**src/rtl/luminance_mean_stdev_assert.svh**
```systemverilog
// ----------------------------------------------------------------------------
// Assertion macros for the luma mean / deviation block
// Immediate-implication and next-cycle checks, clocked on clk and disabled in
// reset. They expand to nothing when SYNTHESIS is defined.
// ----------------------------------------------------------------------------
`ifndef LUMINANCE_MEAN_STDEV_ASSERT_SVH
`define LUMINANCE_MEAN_STDEV_ASSERT_SVH
`ifndef SYNTHESIS
`define LMS_ASSERT_IMP(lbl, ante, cons, msg) \
  lbl: assert property (@(posedge clk) disable iff (!rst_n) (ante) |-> (cons)) \
    else $error(msg);
`define LMS_ASSERT_NXT(lbl, ante, cons, msg) \
  lbl: assert property (@(posedge clk) disable iff (!rst_n) (ante) |=> (cons)) \
    else $error(msg);
`else
`define LMS_ASSERT_IMP(lbl, ante, cons, msg)
`define LMS_ASSERT_NXT(lbl, ante, cons, msg)
`endif
`endif

```
**src/rtl/lms_pkg.sv**
```systemverilog
// ----------------------------------------------------------------------------
// lms_pkg
// Types, widths and constants shared by the luma mean / deviation block.
// ----------------------------------------------------------------------------
package lms_pkg;

  localparam int MAX_PIXELS = 1048576;
  localparam int CNT_W      = $clog2(MAX_PIXELS + 1);   // pixel count
  localparam int LUMA_W     = 22;                       // 2126r+7152g+722b
  localparam int PSQ_W      = 2 * LUMA_W;               // luma squared
  localparam int SUM_W      = 42;
  localparam int SQS_W      = 63;
  localparam int PROD_W     = 84;                       // wide products
  localparam int MULB_W     = 42;                       // shift-add multiplier
  localparam int REM_W      = PROD_W + 1;
  localparam int QUO_W      = 31;                       // variance ratio <= 2^30
  localparam int ROOT_W     = 32;
  localparam int STEP_W     = 5;

  localparam logic [LUMA_W-1:0] COEF_R = LUMA_W'(2126);
  localparam logic [LUMA_W-1:0] COEF_G = LUMA_W'(7152);
  localparam logic [LUMA_W-1:0] COEF_B = LUMA_W'(722);

  localparam logic [PROD_W-1:0] LUMA_FULL    = PROD_W'(2550000);
  localparam logic [PROD_W-1:0] LUMA_FULL_SQ = PROD_W'(64'd6502500000000);

  localparam logic [ROOT_W-1:0] SQRT_TOP  = ROOT_W'(32'h4000_0000);
  localparam logic [QUO_W-1:0]  VAR_MAX   = QUO_W'(32'h4000_0000);
  localparam logic [QUO_W-1:0]  MEAN_ONE  = QUO_W'(65536);

  localparam logic [STEP_W-1:0] DIV_VAR_LAST  = STEP_W'(30);  // 31 quotient bits
  localparam logic [STEP_W-1:0] DIV_MEAN_LAST = STEP_W'(16);  // 17 quotient bits
  localparam logic [STEP_W-1:0] SQRT_LAST     = STEP_W'(15);  // 16 root bits

  typedef struct packed {
    logic [7:0] red;
    logic [7:0] green;
    logic [7:0] blue;
    logic       last_pixel;
  } pix_t;

  typedef struct packed {
    logic [16:0] mean_level;
    logic [15:0] spread;
    logic [20:0] pixel_total;
    logic        overflowed;
  } res_t;

  typedef enum logic [3:0] {
    DP_NOP,
    DP_MUL_NQ,      // count * square sum
    DP_MUL_SS,      // sum * sum
    DP_MUL_NN,      // count * count
    DP_MUL_DV,      // count^2 * full^2
    DP_MUL_NF,      // count * full
    DP_MUL_STEP,
    DP_KEEP_T1,
    DP_SUB_T1,
    DP_KEEP_T2,
    DP_DIV_VAR,
    DP_DIV_MEAN,
    DP_DIV_STEP,
    DP_SQRT_LOAD,
    DP_SQRT_STEP,
    DP_OUT_LOAD
  } dp_op_t;

  typedef struct packed {
    logic   take;
    dp_op_t op;
  } dp_cmd_t;

  typedef struct packed {
    logic mul_done;
    logic pipe_busy;
  } dp_stat_t;

endpackage

```
**src/rtl/lms_datapath.sv**
```systemverilog
// ----------------------------------------------------------------------------
// lms_datapath
// Luma pipe and accumulators, shared shift-add multiplier, restoring divider,
// bit-pair square root and the result register.
// ----------------------------------------------------------------------------
`include "luminance_mean_stdev_assert.svh"

module lms_datapath (
  input  logic              clk,
  input  logic              rst_n,
  input  lms_pkg::pix_t     in_pix,
  input  lms_pkg::dp_cmd_t  cmd,
  output lms_pkg::dp_stat_t stat,
  output lms_pkg::res_t     out_res
);
  import lms_pkg::*;

  // accumulators and pipe flags
  logic [CNT_W-1:0]  cnt_r;
  logic [SUM_W-1:0]  sum_r;
  logic [SQS_W-1:0]  sqs_r;
  logic              drop_r;
  logic              add1_r;
  logic              add2_r;

  // pipe payload
  logic [LUMA_W-1:0] luma1_r;
  logic [LUMA_W-1:0] luma2_r;
  logic [PSQ_W-1:0]  sq2_r;

  // back end
  logic [PROD_W-1:0] p_r;
  logic [PROD_W-1:0] a_r;
  logic [MULB_W-1:0] b_r;
  logic [PROD_W-1:0] t1_r;
  logic [MULB_W-1:0] t2_r;
  logic [REM_W-1:0]  rem_r;
  logic [PROD_W-1:0] den_r;
  logic [QUO_W-1:0]  quo_r;
  logic [QUO_W-1:0]  feed_r;
  logic [ROOT_W-1:0] sv_r;
  logic [ROOT_W-1:0] sres_r;
  logic [ROOT_W-1:0] sbit_r;
  res_t              res_r;

  logic [LUMA_W-1:0] luma_c;
  logic [PSQ_W-1:0]  sq_c;
  logic              can_add;
  logic [REM_W-1:0]  div_sh;
  logic              div_ge;
  logic [ROOT_W-1:0] sq_trial;

  assign luma_c = COEF_R * LUMA_W'(in_pix.red) + COEF_G * LUMA_W'(in_pix.green)
                + COEF_B * LUMA_W'(in_pix.blue);
  assign sq_c    = PSQ_W'(luma1_r) * PSQ_W'(luma1_r);
  assign can_add = cnt_r < CNT_W'(MAX_PIXELS);

  assign div_sh   = {rem_r[REM_W-2:0], feed_r[QUO_W-1]};
  assign div_ge   = div_sh >= {1'b0, den_r};
  assign sq_trial = sres_r + sbit_r;

  assign stat.mul_done  = (b_r == '0);
  assign stat.pipe_busy = add1_r | add2_r;
  assign out_res        = res_r;

  // counters and accumulators
  always_ff @(posedge clk) begin
    if (!rst_n) begin
      cnt_r  <= '0;
      sum_r  <= '0;
      sqs_r  <= '0;
      drop_r <= 1'b0;
      add1_r <= 1'b0;
      add2_r <= 1'b0;
    end else begin
      add1_r <= cmd.take & can_add;
      add2_r <= add1_r;
      if (cmd.op == DP_OUT_LOAD) begin
        cnt_r  <= '0;
        sum_r  <= '0;
        sqs_r  <= '0;
        drop_r <= 1'b0;
      end else begin
        if (cmd.take) begin
          if (can_add) begin
            cnt_r <= cnt_r + CNT_W'(1);
          end else begin
            drop_r <= 1'b1;
          end
        end
        if (add2_r) begin
          sum_r <= sum_r + SUM_W'(luma2_r);
          sqs_r <= sqs_r + SQS_W'(sq2_r);
        end
      end
    end
  end

  // luma pipe payload
  always_ff @(posedge clk) begin
    luma1_r <= luma_c;
    luma2_r <= luma1_r;
    sq2_r   <= sq_c;
  end

  // frame-end arithmetic
  always_ff @(posedge clk) begin
    case (cmd.op)
      DP_MUL_NQ: begin
        p_r <= '0;
        a_r <= PROD_W'(sqs_r);
        b_r <= MULB_W'(cnt_r);
      end
      DP_MUL_SS: begin
        p_r <= '0;
        a_r <= PROD_W'(sum_r);
        b_r <= MULB_W'(sum_r);
      end
      DP_MUL_NN: begin
        p_r <= '0;
        a_r <= PROD_W'(cnt_r);
        b_r <= MULB_W'(cnt_r);
      end
      DP_MUL_DV: begin
        p_r <= '0;
        a_r <= LUMA_FULL_SQ;
        b_r <= t2_r;
      end
      DP_MUL_NF: begin
        p_r <= '0;
        a_r <= LUMA_FULL;
        b_r <= MULB_W'(cnt_r);
      end
      DP_MUL_STEP: begin
        if (b_r[0]) begin
          p_r <= p_r + a_r;
        end
        a_r <= a_r << 1;
        b_r <= b_r >> 1;
      end
      DP_KEEP_T1: t1_r <= p_r;
      DP_SUB_T1:  t1_r <= t1_r - p_r;          // N*Q - S*S, never negative
      DP_KEEP_T2: t2_r <= p_r[MULB_W-1:0];
      DP_DIV_VAR: begin
        // numerator * 2^32 over 31 quotient bits: preload num*2, feed zeros
        den_r  <= p_r;
        rem_r  <= {t1_r, 1'b0};
        feed_r <= '0;
        quo_r  <= '0;
      end
      DP_DIV_MEAN: begin
        // sum * 2^16 over 17 quotient bits: preload sum/2, feed sum lsb
        den_r  <= p_r;
        rem_r  <= REM_W'(sum_r >> 1);
        feed_r <= {sum_r[0], (QUO_W-1)'(0)};
        quo_r  <= '0;
      end
      DP_DIV_STEP: begin
        rem_r  <= div_ge ? (div_sh - {1'b0, den_r}) : div_sh;
        quo_r  <= {quo_r[QUO_W-2:0], div_ge};
        feed_r <= feed_r << 1;
      end
      DP_SQRT_LOAD: begin
        sv_r   <= ROOT_W'(quo_r);
        sres_r <= '0;
        sbit_r <= SQRT_TOP;
      end
      DP_SQRT_STEP: begin
        if (sv_r >= sq_trial) begin
          sv_r   <= sv_r - sq_trial;
          sres_r <= (sres_r >> 1) + sbit_r;
        end else begin
          sres_r <= sres_r >> 1;
        end
        sbit_r <= sbit_r >> 2;
      end
      DP_OUT_LOAD: begin
        res_r.mean_level  <= quo_r[16:0];
        res_r.spread      <= sres_r[15:0];
        res_r.pixel_total <= cnt_r;
        res_r.overflowed  <= drop_r;
      end
      default: ;
    endcase
  end

  `LMS_ASSERT_IMP(lms_cnt_bound, 1'b1, cnt_r <= CNT_W'(MAX_PIXELS), "pixel count past bound")
  `LMS_ASSERT_IMP(lms_var_range, cmd.op == DP_SQRT_LOAD, quo_r <= VAR_MAX, "variance ratio over 1/4")
  `LMS_ASSERT_IMP(lms_mean_range, cmd.op == DP_OUT_LOAD, quo_r <= MEAN_ONE, "mean above full scale")

endmodule

```
**src/rtl/lms_ctrl.sv**
```systemverilog
// ----------------------------------------------------------------------------
// lms_ctrl
// Sequencer: takes pixels, then walks the frame-end multiply, divide and root
// steps and hands the result to the output register.
// ----------------------------------------------------------------------------
`include "luminance_mean_stdev_assert.svh"

module lms_ctrl (
  input  logic              clk,
  input  logic              rst_n,
  input  logic              in_valid,
  input  logic              in_last,
  output logic              in_stall,
  output logic              out_valid,
  input  logic              out_stall,
  output lms_pkg::dp_cmd_t  cmd,
  input  lms_pkg::dp_stat_t stat
);
  import lms_pkg::*;

  typedef enum logic [15:0] {
    S_ACC    = 16'h0001,
    S_DRAIN  = 16'h0002,
    S_RUN_NQ = 16'h0004,
    S_LD_SS  = 16'h0008,
    S_RUN_SS = 16'h0010,
    S_LD_NN  = 16'h0020,
    S_RUN_NN = 16'h0040,
    S_LD_DV  = 16'h0080,
    S_RUN_DV = 16'h0100,
    S_DIV_V  = 16'h0200,
    S_SQ_LD  = 16'h0400,
    S_SQRT   = 16'h0800,
    S_LD_NF  = 16'h1000,
    S_RUN_NF = 16'h2000,
    S_DIV_M  = 16'h4000,
    S_FIN    = 16'h8000
  } state_t;

  state_t            state_r, state_nxt;
  logic [STEP_W-1:0] cnt_r, cnt_nxt;
  logic              out_valid_r, out_valid_nxt;

  assign in_stall  = (state_r != S_ACC);
  assign out_valid = out_valid_r;

  always_comb begin
    state_nxt = state_r;
    cnt_nxt   = cnt_r;
    cmd.take  = 1'b0;
    cmd.op    = DP_NOP;
    case (state_r)
      S_ACC: begin
        cmd.take = in_valid;
        if (in_valid && in_last) begin
          state_nxt = S_DRAIN;
        end
      end
      S_DRAIN: begin
        if (!stat.pipe_busy) begin
          cmd.op    = DP_MUL_NQ;
          state_nxt = S_RUN_NQ;
        end
      end
      S_RUN_NQ: begin
        if (stat.mul_done) begin
          cmd.op    = DP_KEEP_T1;
          state_nxt = S_LD_SS;
        end else begin
          cmd.op = DP_MUL_STEP;
        end
      end
      S_LD_SS: begin
        cmd.op    = DP_MUL_SS;
        state_nxt = S_RUN_SS;
      end
      S_RUN_SS: begin
        if (stat.mul_done) begin
          cmd.op    = DP_SUB_T1;
          state_nxt = S_LD_NN;
        end else begin
          cmd.op = DP_MUL_STEP;
        end
      end
      S_LD_NN: begin
        cmd.op    = DP_MUL_NN;
        state_nxt = S_RUN_NN;
      end
      S_RUN_NN: begin
        if (stat.mul_done) begin
          cmd.op    = DP_KEEP_T2;
          state_nxt = S_LD_DV;
        end else begin
          cmd.op = DP_MUL_STEP;
        end
      end
      S_LD_DV: begin
        cmd.op    = DP_MUL_DV;
        state_nxt = S_RUN_DV;
      end
      S_RUN_DV: begin
        if (stat.mul_done) begin
          cmd.op    = DP_DIV_VAR;
          cnt_nxt   = '0;
          state_nxt = S_DIV_V;
        end else begin
          cmd.op = DP_MUL_STEP;
        end
      end
      S_DIV_V: begin
        cmd.op  = DP_DIV_STEP;
        cnt_nxt = cnt_r + STEP_W'(1);
        if (cnt_r == DIV_VAR_LAST) begin
          state_nxt = S_SQ_LD;
        end
      end
      S_SQ_LD: begin
        cmd.op    = DP_SQRT_LOAD;
        cnt_nxt   = '0;
        state_nxt = S_SQRT;
      end
      S_SQRT: begin
        cmd.op  = DP_SQRT_STEP;
        cnt_nxt = cnt_r + STEP_W'(1);
        if (cnt_r == SQRT_LAST) begin
          state_nxt = S_LD_NF;
        end
      end
      S_LD_NF: begin
        cmd.op    = DP_MUL_NF;
        state_nxt = S_RUN_NF;
      end
      S_RUN_NF: begin
        if (stat.mul_done) begin
          cmd.op    = DP_DIV_MEAN;
          cnt_nxt   = '0;
          state_nxt = S_DIV_M;
        end else begin
          cmd.op = DP_MUL_STEP;
        end
      end
      S_DIV_M: begin
        cmd.op  = DP_DIV_STEP;
        cnt_nxt = cnt_r + STEP_W'(1);
        if (cnt_r == DIV_MEAN_LAST) begin
          state_nxt = S_FIN;
        end
      end
      S_FIN: begin
        // wait while an older result word is still held off
        if (!out_valid_r || !out_stall) begin
          cmd.op    = DP_OUT_LOAD;
          state_nxt = S_ACC;
        end
      end
      default: state_nxt = S_ACC;
    endcase
  end

  always_comb begin
    out_valid_nxt = out_valid_r;
    if (cmd.op == DP_OUT_LOAD) begin
      out_valid_nxt = 1'b1;
    end else if (!out_stall) begin
      out_valid_nxt = 1'b0;
    end
  end

  always_ff @(posedge clk) begin
    if (!rst_n) begin
      state_r     <= S_ACC;
      cnt_r       <= '0;
      out_valid_r <= 1'b0;
    end else begin
      state_r     <= state_nxt;
      cnt_r       <= cnt_nxt;
      out_valid_r <= out_valid_nxt;
    end
  end

  `LMS_ASSERT_NXT(lms_last_drains, in_valid && !in_stall && in_last, state_r == S_DRAIN, "last pixel did not start frame end")
  `LMS_ASSERT_IMP(lms_no_overwrite, out_valid_r && out_stall, cmd.op != DP_OUT_LOAD, "result overwritten while held")
  `LMS_ASSERT_IMP(lms_div_count, state_r == S_DIV_V, cnt_r <= DIV_VAR_LAST, "divider step count overrun")
  `LMS_ASSERT_NXT(lms_load_shows, cmd.op == DP_OUT_LOAD, out_valid_r && state_r == S_ACC, "result not presented")

endmodule

```
**src/rtl/luminance_mean_stdev.sv**
```systemverilog
// ----------------------------------------------------------------------------
// luminance_mean_stdev - Rec. 709 luma mean and standard deviation per frame
// Throughput: one pixel word per cycle while a frame streams in.
// Frame end: after the last pixel the input stalls while the luma pipe drains,
//   the shift-add multiplier, the 31 + 17 step divider and the 16 step root
//   run, and while an older result word is still held off by out_stall.
// Reset: synchronous active-low rst_n clears the accumulators and sequencer.
// ----------------------------------------------------------------------------
//
// Each pixel gives an exact integer luma L = 2126r + 7152g + 722b (full scale
// 2550000). A two-stage pipe forms L and L*L and adds them into the sum and
// sum of squares; the count is bumped when the word is taken. Once the count
// reaches the bound, further pixels are dropped and flagged.
//
// On the last pixel the sequencer waits for the pipe to empty, then:
//   N*Q, S*S  -> numerator N*Q - S*S
//   N*N*full^2 -> denominator; divide num*2^32 / den (31 quotient bits)
//   integer square root (16 bit pairs) -> spread
//   S*2^16 / (N*full) (17 quotient bits) -> mean_level
// The result word goes to an output register and the accumulators clear, so
// the next frame can stream while the result waits for the consumer.

module luminance_mean_stdev (
  input  logic          clk,
  input  logic          rst_n,
  input  logic          in_valid,
  output logic          in_stall,
  input  lms_pkg::pix_t in_pix,
  output logic          out_valid,
  input  logic          out_stall,
  output lms_pkg::res_t out_res
);
  import lms_pkg::*;

  dp_cmd_t  cmd;
  dp_stat_t stat;

  lms_ctrl u_ctrl (
    .clk       (clk),
    .rst_n     (rst_n),
    .in_valid  (in_valid),
    .in_last   (in_pix.last_pixel),
    .in_stall  (in_stall),
    .out_valid (out_valid),
    .out_stall (out_stall),
    .cmd       (cmd),
    .stat      (stat)
  );

  lms_datapath u_dp (
    .clk     (clk),
    .rst_n   (rst_n),
    .in_pix  (in_pix),
    .cmd     (cmd),
    .stat    (stat),
    .out_res (out_res)
  );

endmodule
```
**config.mk**
```make
export PLATFORM = sky130hd
export DESIGN_NAME = luminance_mean_stdev
export DESIGN_NICKNAME = d
export VERILOG_FILES = /design/src/rtl/lms_pkg.sv /design/src/rtl/lms_datapath.sv /design/src/rtl/lms_ctrl.sv /design/src/rtl/luminance_mean_stdev.sv
export VERILOG_INCLUDE_DIRS = /design/src /design/src/rtl
export SDC_FILE = /design/constraint.sdc
export NUM_CORES = 2
export LEC_CHECK = 0
export BUFFER_PORTS_ARGS = -buffer_cell sky130_fd_sc_hd__buf_2
export CAP_MARGIN = 20
export CORE_UTILIZATION = 62
export CTS_CLUSTER_DIAMETER = 30
export DETAILED_ROUTE_END_ITERATION = 8
export PLACE_DENSITY = 0.85
export SLEW_MARGIN = 20
export SYNTH_ARGS = -nofsm -noshare
export SYNTH_HDL_FRONTEND = slang
export SYNTH_SLANG_ARGS = --single-unit
```
**constraint.sdc**
```tcl
create_clock -name clk -period 15.75 [get_ports clk]
set_input_delay 0 -clock clk [delete_from_list [all_inputs] [get_ports clk]]
set_output_delay 0 -clock clk [all_outputs]
set_load 0.02 [all_outputs]
```
==> results.yml <==
route:
  finalWirelength_um: 208000
  final_antenna_net_count: 0
  via_count: 60900
  wire_per_inst_um: 21.5
  first_pass_iters: 9
  drc: 0
  vias_per_cell: 6.31
  drt_iter0_drc: 7062
cts:
  cts_sinks: 899
  clock_latency_ns: 0.81
  clkTransAtPathRegs_ns: 0.05
  cts_buffer_depth: 3
  cts-buffers-inserted: 186
  cts_resized: 0
  cts_tree: "yes"
  hold_buffers: 12
  h-tree-depth: 4
  postCtsSetupBuffers: 0
  clockRootBuffer: "clkbuf_16"
timing:
  hold_viol_final: 0
  tightestPinTransition_ns: 1.20
  min_period_ns: 8.22
  finalSetupViolCount: 0
  rsz0062_at_grt: "no"
  maxSlewViolCount: 0
  setup_tns_ns: 0
  fmax_ghz: 0.122
  skew_ns: 0.0376
  relSlewSlack: 0.199
  setup_ws_ns: 7.53
  period_share: 0.522
worst_hold_path:
  hold_class: "in2reg"
setup_path:
  crit_slowest_cell: "dfxtp_1"
  worstSetupStartpoint: "u_dp.luma1_r[7]"
  crit_type: "reg2reg"
  critPathMaxStageDelay_ns: 1.12
  reg2reg_depth: 25
  cp.required_ns: 16.42
  path_common_cell: "fa_1"
  r2r_setup_slack_ns: 7.53
  rr_startpoint: "u_dp.luma1_r[7]"
  start_kind: "flip-flop"
  worst-path-max-fanout: 20
  cp.arrival_ns: 8.90
  rr_endpoint: "u_dp.sq2_r[41]"
  crit_end: "u_dp.sq2_r[41]"
  crit_path_end_kind: "flip-flop"
floorplan:
  design.core.area_um2: 118000
  num_rows: 126
  floorplan.initialDensity: 0.625
  io_pins: 86
  die_h_um: 347
  fp.dieW_um: 347
  die_area_um2: 120000
global_route:
  grt_max_degree: 107
  grt_pass1_vias: 61300
  overflow: 0
  grt.total_usage: 0.342
  grt_pass1_wl_um: 328000
  antenna_found_initial: 2
synth:
  synth_top_area_share: 0.272
  seq_area_frac_synth: 0.335
  netlist_instances: 7953
  ys_types: 94
  ys_seq_elements: 899
  yosys-top-cells-area: "edfxtp_1, ha_1, fa_1, dfxtp_1, inv_1"
  yosysTopAreaCell: "edfxtp_1"
  synth.avg_cell_area_um2: 9.28
  netlist_area_um2: 73800
  synthFlopType: "edfxtp_1"
  yosys_warnings: 0
  synth_edf_count: 669
  syn_nets: 9074
  synthArstFlopShare: 0
outcome:
  status: "finished clean"
place:
  pre_cts_ws_ns: 7.59
  portBuffers: 85
  dp_hpwl_um: 151000
  routabilityCongestion: 0.985
final_layout:
  drive_gt1_frac: 0.0656
  final_common_cell: "inv_1"
  nets: 9079
  area_growth_pct: 11.3
  mostFrequentLayoutCells: "inv_1, ha_1, edfxtp_1"
flow_run:
  drv_cap: 0
-- registers in the layout, summed over array words and instances, names as in the netlist, 31 cells and up --
signal	count
u_dp.a_r	84
u_dp.den_r	84
u_dp.p_r	84
u_dp.rem_r	84
u_dp.t1_r	83
u_dp.sqs_r	61
u_dp.out_res	55
u_dp.b_r	42
u_dp.t2_r	42
u_dp.sum_r	41
u_dp.sq2_r	40
u_dp.sres_r	32
u_dp.sv_r	32
u_dp.quo_r	31
-- layer usage --
| metal | vias up | wire length, um | global-route usage |
|---|---|---|---|
| met5 | - | 17 | 0 |
| met1 | 29300 | 78700 | 0.422 |
| met2 | 2997 | 98500 | 0.569 |
| met4 | 2 | 12300 | 0.193 |
| li1 | 27800 | - | - |
| met3 | 774 | 18300 | 0.0600 |
-- cells in the mapped netlist (all sizes together) (209+ instances only) --
| library cell | n |
|---|---|
| a21oi | 632 |
| xnor2 | 322 |
| and2 | 209 |
| ha | 705 |
| edfxtp | 669 |
| a21o | 261 |
| inv | 911 |
| nand2 | 655 |
| nor2 | 589 |
| o21ai | 470 |
| clkbuf | 277 |
| fa | 387 |
| dfxtp | 230 |
-- layout make-up --
cell class                      count  area (um2)
Multi-Input combinational cell   5819       44600
Fill cell                        8437       35900
Sequential cell                   899       24700
Clock buffer                      220        5030
Inverter                          912        3420
Tap cell                         1536        1920
Clock inverter                    130        1610
Timing Repair Buffer              140         888
Antenna cell                        2        5.00
-- worst min-delay path by stage --
stage | slack [ns] | end | cells after the start | from
6_report | 0.04 | u_dp.drop_r | 4 | in_valid
3_5_place_dp | 0.30 | u_dp.drop_r | 3 | in_valid
5_1_grt | 0.06 | u_dp.drop_r | 4 | in_valid
4_1_cts | 0.01 | u_dp.drop_r | 4 | in_valid
2_1_floorplan | 0.12 | u_dp.luma1_r[1] | 1 | in_pix[17]
3_3_place_gp | 0.30 | u_dp.drop_r | 3 | in_valid
-- metrics by stage --
step,std cells,hold slack (ns),cell area (um2),util
final,9658,0.0410,82200,0.696
after detailed placement,9292,0.302,75400,0.638
after floorplan,7953,0.120,73800,-
after CTS,9654,0.0148,82100,0.695
after global placement,9292,0.297,75400,0.638
after global routing,9656,0.0623,82200,0.696
-- kinds of logic (layout without fill, tap and decap cells) --
logic type / Yosys count / after routing / synth area share
other: 0 / 2 / 0
adders and majority gates: 1092 / 1092 / 0.224
buffers and inverters: 1235 / 1402 / 0.0637
xor gates and xnor gates: 519 / 519 / 0.0616
DFF: 899 / 899 / 0.335
muxes: 63 / 63 / 0.00865
AOI/OAI and AO/OA: 1992 / 1992 / 0.169
and+or+nand+nor: 2153 / 2153 / 0.138
-- critical path, delay by kind of cell (launching register included) --
family / cells / cell delay (ns)
xor gates and xnor gates: 1 / 0.11
DFF: 1 / 1.12
adders and majority gates: 8 / 3.81
and+or+nand+nor: 6 / 0.97
buffers and inverters: 4 / 0.23
AOI/OAI and AO/OA: 6 / 1.87
Power is not shown: default switching activity piles up to over one toggle a cycle in this logic, so the estimate is an artifact.
